--- config.mk ---
export PLATFORM = sky130hd
export DESIGN_NAME = bpc_temp_pre
export DESIGN_NICKNAME = d
export VERILOG_FILES = /design/src/bpc_pkg.sv /design/src/bpc_temp_pre.sv
export SDC_FILE = /design/constraint.sdc
export NUM_CORES = 1
export LEC_CHECK = 0
export ABC_AREA = 1
export ABC_CLOCK_PERIOD_IN_PS = 19400
export CAP_MARGIN = 30
export CORE_MARGIN = 2
export CORE_UTILIZATION = 55
export CTS_CLUSTER_DIAMETER = 200
export CTS_CLUSTER_SIZE = 30
export DETAILED_ROUTE_END_ITERATION = 10
export DONT_BUFFER_PORTS = 1
export GPL_TIMING_DRIVEN = 0
export PLACE_DENSITY = 0.7
export SLEW_MARGIN = 20
export SYNTH_ARGS = -nofsm -noshare
export SYNTH_HDL_FRONTEND = slang
export SYNTH_SLANG_ARGS = --single-unit
--- constraint.sdc ---
create_clock -name clk -period 19.4 [get_ports clk]
set_input_delay 2.91 -clock clk [delete_from_list [all_inputs] [get_ports clk]]
set_output_delay 2.91 -clock clk [all_outputs]
set_load 0.01 [all_outputs]
--- src/bpc_pkg.sv ---
// Shared types, constants and arithmetic helpers for the barometer
// compensation pipeline. No dependencies.
`timescale 1ns / 1ps
package bpc_pkg;

  localparam int unsigned DIV_STAGES = 32;

  localparam logic [7:0] CFG_CAL_A = 8'd0;
  localparam logic [7:0] CFG_CAL_B = 8'd1;
  localparam logic [7:0] CFG_CAL_C = 8'd2;
  localparam logic [7:0] CFG_OSS   = 8'd3;

  localparam logic [31:0] T_OFFSET = 32'd4000;
  localparam logic [31:0] P_C1     = 32'd3038;
  localparam logic [31:0] P_C2     = 32'hFFFF_E343;  // -7357
  localparam logic [31:0] P_C3     = 32'd3791;
  localparam logic [31:0] B7_SCALE = 32'd50000;
  localparam logic [31:0] B4_BIAS  = 32'd32768;

  typedef struct packed {
    logic [15:0] ac1;
    logic [15:0] ac2;
    logic [15:0] ac3;
    logic [15:0] ac4;
    logic [15:0] ac5;
    logic [15:0] ac6;
    logic [15:0] b1;
    logic [15:0] b2;
    logic [15:0] mc;
    logic [15:0] md;
    logic [1:0]  oss;
  } cal_t;

  typedef struct packed {
    logic [31:0] temp;
    logic [31:0] x1;
    logic        neg;
    logic        fault;
    logic        bz;
    logic        hi;
    logic [23:0] up;
  } side_t;

  typedef struct packed {
    logic        valid;
    logic [31:0] num;
    logic [31:0] den;
    side_t       side;
  } div_in_t;

  typedef struct packed {
    logic        valid;
    logic [31:0] quo;
    side_t       side;
  } div_out_t;

  typedef struct packed {
    logic [31:0] rem;
    logic [31:0] nq;
    logic [31:0] den;
    side_t       side;
  } div_st_t;

  function automatic logic [31:0] sx16(input logic [15:0] v);
    return {{16{v[15]}}, v};
  endfunction

  function automatic logic [31:0] mul32(input logic [31:0] a, input logic [31:0] b);
    logic [63:0] f;
    f = 64'(a) * 64'(b);
    return f[31:0];
  endfunction

  function automatic logic [31:0] asr32(input logic [31:0] v, input logic [4:0] sh);
    return 32'($signed(v) >>> sh);
  endfunction

  // One restoring step: the next numerator bit enters the remainder and one
  // quotient bit leaves at the bottom of nq.
  function automatic div_st_t div_step(input div_st_t s);
    logic [32:0] t;
    logic [32:0] dif;
    div_st_t     r;
    r   = s;
    t   = {s.rem, s.nq[31]};
    dif = t - {1'b0, s.den};
    if (!dif[32]) begin
      r.rem = dif[31:0];
      r.nq  = {s.nq[30:0], 1'b1};
    end else begin
      r.rem = t[31:0];
      r.nq  = {s.nq[30:0], 1'b0};
    end
    return r;
  endfunction

endpackage

--- src/bpc_temp_pre.sv ---
// Temperature front end: first product, divisor and operand magnitudes for
// the temperature division. Depends on bpc_pkg.
`timescale 1ns / 1ps
module bpc_temp_pre (
  input  logic             clk,
  input  logic             rst_n,
  input  logic             in_valid,
  input  logic [15:0]      ut,
  input  logic [23:0]      praw,
  input  bpc_pkg::cal_t    cal,
  output bpc_pkg::div_in_t req
);

  logic             a_v_r;
  logic [31:0]      a_t1_r;
  logic [23:0]      a_up_r;
  bpc_pkg::div_in_t b_r;

  logic [31:0] x1;
  logic [31:0] d;
  logic [31:0] nm;
  logic [3:0]  psh;

  assign psh = 4'd8 - {2'b00, cal.oss};

  always_comb begin
    x1 = bpc_pkg::asr32(a_t1_r, 5'd15);
    d  = x1 + bpc_pkg::sx16(cal.md);
    nm = bpc_pkg::sx16(cal.mc) << 11;
  end

  always_ff @(posedge clk) begin
    if (!rst_n) begin
      a_v_r     <= 1'b0;
      b_r.valid <= 1'b0;
    end else begin
      a_v_r     <= in_valid;
      b_r.valid <= a_v_r;
    end

    a_t1_r <= bpc_pkg::mul32({16'd0, ut} - {16'd0, cal.ac6}, {16'd0, cal.ac5});
    a_up_r <= praw >> psh;

    b_r.num        <= nm[31] ? (32'd0 - nm) : nm;
    b_r.den        <= d[31] ? (32'd0 - d) : d;
    b_r.side.x1    <= x1;
    b_r.side.neg   <= nm[31] ^ d[31];
    b_r.side.fault <= (d == 32'd0);
    b_r.side.up    <= a_up_r;
    b_r.side.temp  <= '0;
    b_r.side.bz    <= 1'b0;
    b_r.side.hi    <= 1'b0;
  end

  assign req = b_r;

endmodule

==> results.json <==
{
  "synth_top_flop_cell": "dfxtp_1",
  "async_reset_ff_share_pct": 0,
  "synthToLayoutAreaGrowth_pct": 7.85,
  "yosys.cell_types.count": 48,
  "path_buf_inv": 8,
  "crit_top_cell": "nand2_1",
  "io_buffers": 0,
  "period_needed_ns": 9.95,
  "ioPinCount": 362,
  "ys_ff_latch": 122,
  "syn_area_um2": 16100,
  "die_w_um": 175,
  "cts_buffers": 17,
  "crit_family": "adder cells",
  "die_h_um": 175,
  "crit_fanout": 10,
  "insertedDiodeCount": 0,
  "ant_nets": 0,
  "report.final.hold_viol_count": 0,
  "synthTopCellsByArea": "fa_1, dfxtp_1, inv_1",
  "clk_latency_ns": 0.41,
  "clock_path_buffers": 2,
  "cts_setup_buffers": 0,
  "crit_path_max_incr_delay_ns": 0.65,
  "worstMarginPinSlew_ns": 0.948,
  "max_slew_margin_pct": 36.6,
  "startpoint_type": "input port",
  "dr.pass1.iters": 6,
  "maxSlewViolCount": 0,
  "antenna_found_initial": 0,
  "grt-ovfl-total": 0,
  "status": "finished, final reports clean",
  "cpMaxStageDelayCell": "fa_1",
  "setup_viol": 0,
  "required_ns": 19.69,
  "synth_warnings": 0,
  "grt_max_degree": 17,
  "routed_wl_mm": 40.9,
  "finClkSkew_ns": 0.0121,
  "viasPerCell": 5.18,
  "min_path_cells": 0,
  "fin_crit_sh_pct": 51.3,
  "yosysTopAreaCell": "fa_1",
  "end_kind": "flop",
  "vias": 12900,
  "clock.fmax_ghz": 0.100,
  "drive_gt1_share_pct": 7.87,
  "root_buffer": "clkbuf_16",
  "maxCapViolCount": 0,
  "wl_per_cell_um": 16.4,
  "grt_pass1_vias": 13000,
  "fin_nets": 2671,
  "start_util_pct": 56.0,
  "drc": 0,
  "grt_setup_unrepaired": "false",
  "grt_pass1_wl_mm": 65.9,
  "post_cts_resized": 0,
  "cp.depth": 31,
  "r2r_cells": 15,
  "yosysTopAreaCellShare_pct": 33.6,
  "hold_buffers": 0,
  "placementRows": 62,
  "critPathArrivalTime_ns": 10.25,
  "synth_edf_count": 0,
  "synthCells": 2028,
  "core_area_um2": 28800,
  "min_path_type": "reg -> reg",
  "gp_congestion": 0.984,
  "clkTransAtPathRegs_ns": 0.06,
  "cts_tree": "built",
  "htreeDepth": 4,
  "path_class": "in -> reg",
  "grt_usage_pct": 27.4,
  "dieArea_um2": 30700,
  "syn_avg_cell_area_um2": 7.95,
  "clkSinkCount": 122,
  "dp_hpwl_mm": 35.1,
  "drt-initial-drc-count": 856,
  "setup_tns_ns": 0,
  "seq_area_frac_synth_pct": 15.1
}
worst register-to-register path: stages (launching register included):
cell and delay [ns]:
dfxtp_1 0.35, ha_1 0.25, fa_1 0.43, inv_1 0.09, ha_1 0.15, inv_1 0.05
a21oi_1 0.13, nand3_1 0.13, nor2_2 0.13, nand2_2 0.10, nor2_8 0.13, nand4_2 0.12
nor3_2 0.20, nor2_1 0.06, nand2_1 0.06, nand2_1 0.05
layout by cell type, fill, tap and decap left out, types with 5 or more instances in the layout:
cell type,netlist,final
xor2_1,39,39
or2_2,5,5
nand3b_1,5,5
fa_1,271,271
ha_1,98,98
conb_1,1,51
inv_2,9,9
clkbuf_16,0,17
a31oi_1,10,10
a21o_1,7,7
buf_4,78,78
inv_6,0,5
dfxtp_1,122,122
mux2i_1,5,5
a21oi_1,59,59
nor2_1,181,181
xnor2_1,13,13
nand2_2,18,18
clkbuf_1,32,32
nand4_1,20,20
nor3_1,12,12
o21ai_0,56,56
nand3_1,85,85
nand2_1,400,400
inv_1,451,451
cell families (layout without fill, tap and decap cells):
kind of cell    count (synthesis)  after routing  synth area share (%)
buf+inv                       576            608                  15.3
flops                         122            122                  15.1
other cells                     1             51                0.0233
compound gates                155            155                  5.44
fa+ha+maj                     369            369                  41.3
mux                             5              5                 0.310
xor+xnor                       53             53                  2.93
simple gates                  747            747                  19.6
synthesized netlist by cell type (10+ instances only):
master / instances
a21oi_1: 59
a31oi_1: 10
buf_4: 78
clkbuf_1: 32
dfxtp_1: 122
fa_1: 271
ha_1: 98
inv_1: 451
nand2_1: 400
nand2_2: 18
nand3_1: 85
nand4_1: 20
nor2_1: 181
nor3_1: 12
o21ai_0: 56
xnor2_1: 13
xor2_1: 39
layout make-up:
| type | instances | area, um2 |
|---|---|---|
| Fill cell | 2565 | 11400 |
| Clock buffer | 17 | 425 |
| Sequential cell | 122 | 2440 |
| Inverter | 462 | 1730 |
| Clock inverter | 15 | 173 |
| Buffer | 114 | 736 |
| Multi-Input combinational cell | 1380 | 11400 |
| Tap cell | 384 | 480 |
metrics by stage:
| step | setup slack [ns] | instances | cell area [um2] | hold WS (ns) | util [%] |
|---|---|---|---|---|---|
| floorplan | 10.15 | 2078 | 16300 | 0.310 | - |
| global placement | 9.14 | 2462 | 16800 | 0.311 | 58.3 |
| detailed placement | 9.09 | 2462 | 16800 | 0.312 | 58.3 |
| CTS | 9.44 | 2494 | 17400 | 0.326 | 60.4 |
| global route | 8.95 | 2494 | 17400 | 0.330 | 60.4 |
| finish | 9.45 | 2494 | 17400 | 0.326 | 60.4 |
state kept, by name (all words and copies together), names as in the netlist:
name and flops:
a_v_r 1, a_up_r 24, a_t1_r 17, req 80
worst paths after layout:
| check | startpoint | end | slack [ns] |
|---|---|---|---|
| min | a_up_r[22] | req[22] | 0.33 |
| max reg2reg | a_t1_r[15] | req[106] | 16.88 |
| max | ut[0] | a_t1_r[31] | 9.45 |
| min reg2reg | a_up_r[22] | req[22] | 0.33 |
routing by layer:
layer  track usage [%]  vias up  wire length (um)
li1                  -     6083                 -
met1              34.9     6156             16200
met2              46.4      605             19400
met3              6.14       75              4030
met4              8.72        0              1250
met5                 0        -                 0
Power is left out: the tool's default activity adds up to more than one toggle a clock period on the data nets, which glitch-free logic cannot reach.
