$ cat src/bpc_pkg.sv
// Shared types, constants and arithmetic helpers for the barometer
// compensation pipeline. No dependencies.
`timescale 1ns / 1ps
package bpc_pkg;

  localparam int unsigned DIV_STAGES = 32;

  localparam logic [7:0] CFG_CAL_A = 8'd0;
  localparam logic [7:0] CFG_CAL_B = 8'd1;
  localparam logic [7:0] CFG_CAL_C = 8'd2;
  localparam logic [7:0] CFG_OSS   = 8'd3;

  localparam logic [31:0] T_OFFSET = 32'd4000;
  localparam logic [31:0] P_C1     = 32'd3038;
  localparam logic [31:0] P_C2     = 32'hFFFF_E343;  // -7357
  localparam logic [31:0] P_C3     = 32'd3791;
  localparam logic [31:0] B7_SCALE = 32'd50000;
  localparam logic [31:0] B4_BIAS  = 32'd32768;

  typedef struct packed {
    logic [15:0] ac1;
    logic [15:0] ac2;
    logic [15:0] ac3;
    logic [15:0] ac4;
    logic [15:0] ac5;
    logic [15:0] ac6;
    logic [15:0] b1;
    logic [15:0] b2;
    logic [15:0] mc;
    logic [15:0] md;
    logic [1:0]  oss;
  } cal_t;

  typedef struct packed {
    logic [31:0] temp;
    logic [31:0] x1;
    logic        neg;
    logic        fault;
    logic        bz;
    logic        hi;
    logic [23:0] up;
  } side_t;

  typedef struct packed {
    logic        valid;
    logic [31:0] num;
    logic [31:0] den;
    side_t       side;
  } div_in_t;

  typedef struct packed {
    logic        valid;
    logic [31:0] quo;
    side_t       side;
  } div_out_t;

  typedef struct packed {
    logic [31:0] rem;
    logic [31:0] nq;
    logic [31:0] den;
    side_t       side;
  } div_st_t;

  function automatic logic [31:0] sx16(input logic [15:0] v);
    return {{16{v[15]}}, v};
  endfunction

  function automatic logic [31:0] mul32(input logic [31:0] a, input logic [31:0] b);
    logic [63:0] f;
    f = 64'(a) * 64'(b);
    return f[31:0];
  endfunction

  function automatic logic [31:0] asr32(input logic [31:0] v, input logic [4:0] sh);
    return 32'($signed(v) >>> sh);
  endfunction

  // One restoring step: the next numerator bit enters the remainder and one
  // quotient bit leaves at the bottom of nq.
  function automatic div_st_t div_step(input div_st_t s);
    logic [32:0] t;
    logic [32:0] dif;
    div_st_t     r;
    r   = s;
    t   = {s.rem, s.nq[31]};
    dif = t - {1'b0, s.den};
    if (!dif[32]) begin
      r.rem = dif[31:0];
      r.nq  = {s.nq[30:0], 1'b1};
    end else begin
      r.rem = t[31:0];
      r.nq  = {s.nq[30:0], 1'b0};
    end
    return r;
  endfunction

endpackage

$ cat src/bpc_press_back.sv
// Pressure finish: quotient fix-up, the final polynomial correction and the
// output registers. Depends on bpc_pkg.
`timescale 1ns / 1ps
module bpc_press_back (
  input  logic              clk,
  input  logic              rst_n,
  input  bpc_pkg::div_out_t rsp,
  output logic              out_valid,
  output logic [31:0]       out_temperature,
  output logic [31:0]       out_pressure,
  output logic              out_divide_fault
);

  logic [2:0]  v_r;
  logic [31:0] j_p_r, j_temp_r;
  logic        j_fault_r;
  logic [31:0] k_pm_r, k_m7_r, k_p_r, k_temp_r;
  logic        k_fault_r;
  logic [31:0] l_m3_r, l_x2_r, l_p_r, l_temp_r;
  logic        l_fault_r;
  logic        o_v_r;
  logic [31:0] o_temp_r, o_press_r;
  logic        o_fault_r;

  logic [31:0] p_nxt, ps;

  always_comb begin
    if (rsp.side.bz) begin
      p_nxt = 32'd0;
    end else if (rsp.side.hi) begin
      p_nxt = rsp.quo << 1;
    end else begin
      p_nxt = rsp.quo;
    end
    ps = bpc_pkg::asr32(j_p_r, 5'd8);
  end

  always_ff @(posedge clk) begin
    if (!rst_n) begin
      v_r   <= '0;
      o_v_r <= 1'b0;
    end else begin
      v_r   <= {v_r[1:0], rsp.valid};
      o_v_r <= v_r[2];
    end
  end

  always_ff @(posedge clk) begin
    j_p_r     <= p_nxt;
    j_temp_r  <= rsp.side.temp;
    j_fault_r <= rsp.side.fault | rsp.side.bz;

    k_pm_r    <= bpc_pkg::mul32(ps, ps);
    k_m7_r    <= bpc_pkg::mul32(bpc_pkg::P_C2, j_p_r);
    k_p_r     <= j_p_r;
    k_temp_r  <= j_temp_r;
    k_fault_r <= j_fault_r;

    l_m3_r    <= bpc_pkg::mul32(k_pm_r, bpc_pkg::P_C1);
    l_x2_r    <= bpc_pkg::asr32(k_m7_r, 5'd16);
    l_p_r     <= k_p_r;
    l_temp_r  <= k_temp_r;
    l_fault_r <= k_fault_r;

    o_press_r <= l_p_r + bpc_pkg::asr32(bpc_pkg::asr32(l_m3_r, 5'd16) + l_x2_r
                                        + bpc_pkg::P_C3, 5'd4);
    o_temp_r  <= l_temp_r;
    o_fault_r <= l_fault_r;
  end

  assign out_valid        = o_v_r;
  assign out_temperature  = o_temp_r;
  assign out_pressure     = o_press_r;
  assign out_divide_fault = o_fault_r;

endmodule

$ cat config.mk
export PLATFORM = sky130hd
export DESIGN_NAME = bpc_press_back
export DESIGN_NICKNAME = d
export VERILOG_FILES = /design/src/bpc_pkg.sv /design/src/bpc_press_back.sv
export SDC_FILE = /design/constraint.sdc
export NUM_CORES = 2
export LEC_CHECK = 0
export BUFFER_PORTS_ARGS = -buffer_cell sky130_fd_sc_hd__buf_2
export CAP_MARGIN = 20
export CORE_ASPECT_RATIO = 0.8
export CORE_MARGIN = 2
export CORE_UTILIZATION = 33
export CTS_CLUSTER_DIAMETER = 80
export CTS_CLUSTER_SIZE = 25
export DETAILED_ROUTE_END_ITERATION = 10
export PLACE_DENSITY = 0.46
export SYNTH_ARGS = -nofsm -noshare
export SYNTH_HDL_FRONTEND = slang
export SYNTH_SLANG_ARGS = --single-unit
$ cat constraint.sdc
create_clock -name clk -period 6.5 [get_ports clk]
set_input_delay 0.325 -clock clk [delete_from_list [all_inputs] [get_ports clk]]
set_output_delay 0.325 -clock clk [all_outputs]
set_load 0.05 [all_outputs]
==> flow_results.xml <==
<?xml version="1.0" encoding="UTF-8"?>
<metrics>
  <group name="outcome">
    <metric name="run_status" unit="">finished, violations left</metric>
    <metric name="failed_checks" unit="">negative setup slack</metric>
  </group>
  <group name="finish">
    <metric name="design.final.nets" unit="">4617</metric>
    <metric name="layout-drive-gt1-share" unit="">0.164</metric>
    <metric name="filler_cell_count" unit="">9759</metric>
    <metric name="areaGrowthSynthToFinish" unit="%">19.3</metric>
    <metric name="multi_input_area" unit="um2">22600</metric>
    <metric name="final-seq-area" unit="um2">6870</metric>
    <metric name="n_antenna_cell" unit="">0</metric>
    <metric name="finalCoreUtilization" unit="">0.397</metric>
  </group>
  <group name="critical_path">
    <metric name="timing.critical_path.fanout_max" unit="">6</metric>
    <metric name="crit_path_frequent_cell" unit="">sky130_fd_sc_hd__fa_1</metric>
    <metric name="nature_of_the_critical_path_endpoint" unit="">flop</metric>
    <metric name="cp_slowest_stage_delay" unit="ps">550</metric>
    <metric name="critical_path_required" unit="ps">7010</metric>
    <metric name="worstSetupPathType" unit="">flop to flop</metric>
    <metric name="cp_data_arrival_time" unit="ps">7050</metric>
    <metric name="worstSetupStartpoint" unit="">j_p_r[13]</metric>
    <metric name="crit_path_cell_trace" unit="">buf_12 &gt; and2_4 &gt; inv_2 &gt; fa_1 &gt; fa_1 &gt; inv_2 &gt; fa_1 &gt; inv_2 &gt; fa_1 &gt; inv_2 &gt; fa_1 &gt; fa_1 &gt; inv_1 &gt; fa_1 &gt; inv_2 &gt; ha_4 &gt; a211o_1 &gt; or3_4 &gt; o211a_1 &gt; o2111ai_2 &gt; a31oi_2 &gt; nor4_1 &gt; a311o_1</metric>
    <metric name="cpMaxStageDelayCell" unit="">sky130_fd_sc_hd__fa_1</metric>
    <metric name="start_kind" unit="">flop</metric>
    <metric name="r2r_start" unit="">j_p_r[13]</metric>
  </group>
  <group name="global_routing">
    <metric name="gr-usage-all-layers" unit="">0.164</metric>
    <metric name="number_of_global_route_vias_before_repair" unit="">22235</metric>
    <metric name="grt_overflow_total" unit="">0</metric>
    <metric name="pin_count_of_the_biggest_net_entering_global_routing" unit="">34</metric>
    <metric name="grt_first_pass_wirelength" unit="um">128000</metric>
    <metric name="grt_antenna_before_repair" unit="">0</metric>
  </group>
  <group name="floorplan">
    <metric name="io_pins" unit="">193</metric>
    <metric name="die_y" unit="um">283</metric>
    <metric name="row_count" unit="">102</metric>
    <metric name="fp.dieArea" unit="um2">100000</metric>
    <metric name="die_x" unit="um">353</metric>
    <metric name="fp.coreArea" unit="um2">96700</metric>
    <metric name="initial_utilization" unit="">0.333</metric>
  </group>
  <group name="timing">
    <metric name="final_period_minus_worst_setup_slack" unit="ps">6540</metric>
    <metric name="skew" unit="ps">27.5</metric>
    <metric name="holdWs" unit="ps">31.1</metric>
    <metric name="hold_viol" unit="">0</metric>
    <metric name="max_slew.worst_pin.slew" unit="ps">959</metric>
    <metric name="max_freq" unit="GHz">0.153</metric>
    <metric name="rsz0062_at_grt" unit="">true</metric>
    <metric name="final.period_utilization" unit="">1.01</metric>
    <metric name="timing.final.ws_setup" unit="ps">-42.5</metric>
    <metric name="slew_viol_final" unit="">0</metric>
    <metric name="slew_headroom" unit="">0.361</metric>
    <metric name="final-setup-viol-count" unit="">1</metric>
  </group>
  <group name="routing">
    <metric name="route.final.wire_length" unit="um">79500</metric>
    <metric name="postRouteAntennaNets" unit="">0</metric>
    <metric name="via_per_inst" unit="">4.36</metric>
    <metric name="drt_drc_violations_left" unit="">0</metric>
    <metric name="drt_first_iter_violations" unit="">897</metric>
    <metric name="wl_per_cell" unit="um">16.4</metric>
    <metric name="firstDrtPassIters" unit="">5</metric>
    <metric name="vias" unit="">21141</metric>
  </group>
  <group name="placement">
    <metric name="detailed_place_hpwl" unit="um">68800</metric>
    <metric name="routabilityCongestion" unit="">0.833</metric>
    <metric name="placement.setup.worst_slack" unit="ps">-257</metric>
    <metric name="portBuffers" unit="">135</metric>
  </group>
  <group name="clocking">
    <metric name="clock_path_buffers" unit="">3</metric>
    <metric name="ctsRootBufferMaster" unit="">sky130_fd_sc_hd__clkbuf_16</metric>
    <metric name="worst_setup_hold_path_clk_slew" unit="ps">80</metric>
    <metric name="cts_inserted_buffers" unit="">24</metric>
    <metric name="cts-htree-levels" unit="">1</metric>
    <metric name="cts_sinks" unit="">341</metric>
    <metric name="worst_skew_pair.late_latency" unit="ps">590</metric>
    <metric name="cts_tree" unit="">built</metric>
  </group>
  <group name="flow_run">
    <metric name="drv.max_cap_violation_count" unit="">0</metric>
  </group>
  <group name="synth">
    <metric name="ys_ff_latch" unit="">341</metric>
    <metric name="synthesis.area" unit="um2">32200</metric>
    <metric name="postSynthAreaPerCell" unit="um2">10.4</metric>
    <metric name="synth_top_flop_cell" unit="">sky130_fd_sc_hd__dfxtp_1</metric>
    <metric name="post_synth_inst_count" unit="">3112</metric>
    <metric name="ys_warn_count" unit="">0</metric>
    <metric name="yosysUniqueCellTypes" unit="">70</metric>
    <metric name="portion_of_the_post_synthesis_area_used_by_sequential_elements" unit="">0.212</metric>
    <metric name="postSynth.asyncResetShare" unit="">0</metric>
    <metric name="synth-edff-count" unit="">0</metric>
  </group>
  <group name="min_path">
    <metric name="min-delay-start" unit="">rsp[123]</metric>
    <metric name="worstHoldPathType" unit="">input port to flop</metric>
  </group>
</metrics>
## synth_stat cells (4+ instances only)
| cell type | number | area share |
|---|---|---|
| sky130_fd_sc_hd__inv_1 | 830 | 0.097 |
| sky130_fd_sc_hd__fa_1 | 561 | 0.35 |
| sky130_fd_sc_hd__ha_1 | 398 | 0.15 |
| sky130_fd_sc_hd__dfxtp_1 | 341 | 0.21 |
| sky130_fd_sc_hd__nor2_1 | 131 | 0.015 |
| sky130_fd_sc_hd__nand2_1 | 126 | 0.015 |
| sky130_fd_sc_hd__xnor2_1 | 103 | 0.028 |
| sky130_fd_sc_hd__and2_1 | 72 | 0.014 |
| sky130_fd_sc_hd__o21ai_0 | 62 | 0.0096 |
| sky130_fd_sc_hd__a21oi_1 | 61 | 0.0095 |
| sky130_fd_sc_hd__clkbuf_1 | 41 | 0.0048 |
| sky130_fd_sc_hd__xor2_1 | 41 | 0.011 |
| sky130_fd_sc_hd__mux2i_1 | 36 | 0.011 |
| sky130_fd_sc_hd__a21o_1 | 30 | 0.0070 |
| sky130_fd_sc_hd__a31oi_1 | 26 | 0.0050 |
| sky130_fd_sc_hd__nor3_1 | 25 | 0.0039 |
| sky130_fd_sc_hd__a211oi_1 | 19 | 0.0044 |
| sky130_fd_sc_hd__nand3_1 | 17 | 0.0026 |
| sky130_fd_sc_hd__o21a_1 | 16 | 0.0037 |
| sky130_fd_sc_hd__o21bai_1 | 16 | 0.0037 |
| sky130_fd_sc_hd__or2_2 | 14 | 0.0027 |
| sky130_fd_sc_hd__nand2b_1 | 12 | 0.0023 |
| sky130_fd_sc_hd__o211ai_1 | 12 | 0.0028 |
| sky130_fd_sc_hd__a2111oi_0 | 8 | 0.0022 |
| sky130_fd_sc_hd__and3_1 | 7 | 0.0014 |
| sky130_fd_sc_hd__and4_1 | 6 | 0.0016 |
| sky130_fd_sc_hd__nand3b_1 | 6 | 0.0014 |
| sky130_fd_sc_hd__nor2b_1 | 6 | 0.0012 |
| sky130_fd_sc_hd__a22oi_1 | 5 | 0.0012 |
| sky130_fd_sc_hd__nand4_1 | 5 | 0.00097 |
| sky130_fd_sc_hd__or3_1 | 5 | 0.00097 |
| sky130_fd_sc_hd__a211o_1 | 4 | 0.0011 |
| sky130_fd_sc_hd__a311oi_1 | 4 | 0.0011 |
| sky130_fd_sc_hd__nor4_1 | 4 | 0.00078 |
| sky130_fd_sc_hd__o2111ai_1 | 4 | 0.0011 |
| sky130_fd_sc_hd__o31ai_1 | 4 | 0.00093 |
## metrics by stage
step	setup TNS, ps	area, um2	instances
after floorplan	0	32300	3114
after global placement	-647	36200	4730
after detailed placement	-897	36200	4730
after CTS	-93.2	37800	4823
after global routing	-685	38400	4845
final	-42.5	38400	4845
## cell type report
class	instances	share of cell area
Multi-Input combinational cell	1896	0.588
Sequential cell	341	0.179
Timing Repair Buffer	434	0.0853
Inverter	834	0.0820
Tap cell	1300	0.0423
Clock buffer	26	0.0166
Clock inverter	14	0.00667
## sequential cells by signal (all words and copies together), names as in the netlist, 3 cells and up
| name | cells |
|---|---|
| j_temp_r | 32 |
| k_pm_r | 29 |
| out_pressure | 32 |
| k_temp_r | 32 |
| l_p_r | 32 |
| l_temp_r | 32 |
| k_p_r | 32 |
| out_temperature | 32 |
| v_r | 3 |
| l_m3_r | 16 |
| j_p_r | 32 |
| l_x2_r | 16 |
| k_m7_r | 16 |
## path summary, 6_finish.rpt
check | slack [ps] | cells past startpoint | to
worst max-delay path | -40 | 23 | k_pm_r[29]
worst min-delay path | 30 | 3 | j_p_r[31]
worst max register to register | -40 | 23 | k_pm_r[29]
worst min register to register | 330 | 0 | l_p_r[9]
## layout by cell type (no fill, tap or decap), types with 13 or more instances in the layout
cell,synthesis,final
sky130_fd_sc_hd__a31oi_1,26,24
sky130_fd_sc_hd__or2_2,14,14
sky130_fd_sc_hd__nand3_1,17,16
sky130_fd_sc_hd__nor3_1,25,23
sky130_fd_sc_hd__a21oi_1,61,58
sky130_fd_sc_hd__xor2_1,41,41
sky130_fd_sc_hd__o21bai_1,16,15
sky130_fd_sc_hd__ha_4,0,13
sky130_fd_sc_hd__o21a_1,16,16
sky130_fd_sc_hd__dlygate4sd3_1,0,50
sky130_fd_sc_hd__buf_2,0,135
sky130_fd_sc_hd__xnor2_1,103,102
sky130_fd_sc_hd__clkbuf_16,0,25
sky130_fd_sc_hd__fa_1,561,547
sky130_fd_sc_hd__a21o_1,30,30
sky130_fd_sc_hd__nor2_4,0,13
sky130_fd_sc_hd__nand2_1,126,118
sky130_fd_sc_hd__ha_1,398,380
sky130_fd_sc_hd__and2_1,72,63
sky130_fd_sc_hd__buf_4,0,219
sky130_fd_sc_hd__dfxtp_1,341,324
sky130_fd_sc_hd__mux2i_1,36,36
sky130_fd_sc_hd__inv_1,830,808
sky130_fd_sc_hd__a211oi_1,19,17
sky130_fd_sc_hd__o21ai_0,62,54
sky130_fd_sc_hd__fa_2,0,14
sky130_fd_sc_hd__nor2_1,131,114
sky130_fd_sc_hd__inv_2,1,20
## layer usage
| metal | routed length, um | global-route usage |
|---|---|---|
| met1 | 40600 | 0.252 |
| met5 | 0 | 0 |
| met4 | 1010 | 0.0201 |
| met3 | 2390 | 0.0188 |
| met2 | 35500 | 0.253 |
## worst max-delay path, delay by kind of cell, from the launching register on
kind / cells / cell delay, ps
flops: 1 / 360
buf+inv: 7 / 400
fa+ha+maj: 8 / 3750
simple gates: 3 / 820
compound gates: 5 / 1140
## cells by family (layout without fill, tap and decap cells)
kind of cell / count (synthesis) / in the layout / synth area share
simple gates: 443 / 443 / 0.0659
other cells: 1 / 3 / 0.000116
compound gates: 307 / 307 / 0.0644
fa+ha+maj: 959 / 959 / 0.503
mux: 38 / 38 / 0.0119
flops: 341 / 341 / 0.212
xor+xnor: 146 / 146 / 0.0405
buf+inv: 877 / 1308 / 0.102
## what timing repair did
action | CTS | global route
endpoints found under the hold margin | 46 | 0
resized for setup | 55 | 139
pin swaps | 16 | 74
hold buffers | 50 | 0
buffers inserted | 3 | 25
setup endpoints to repair | 7 | 11
Power is left out: the tool's default activity adds up to more than one toggle a clock period on the data nets, which glitch-free logic cannot reach.
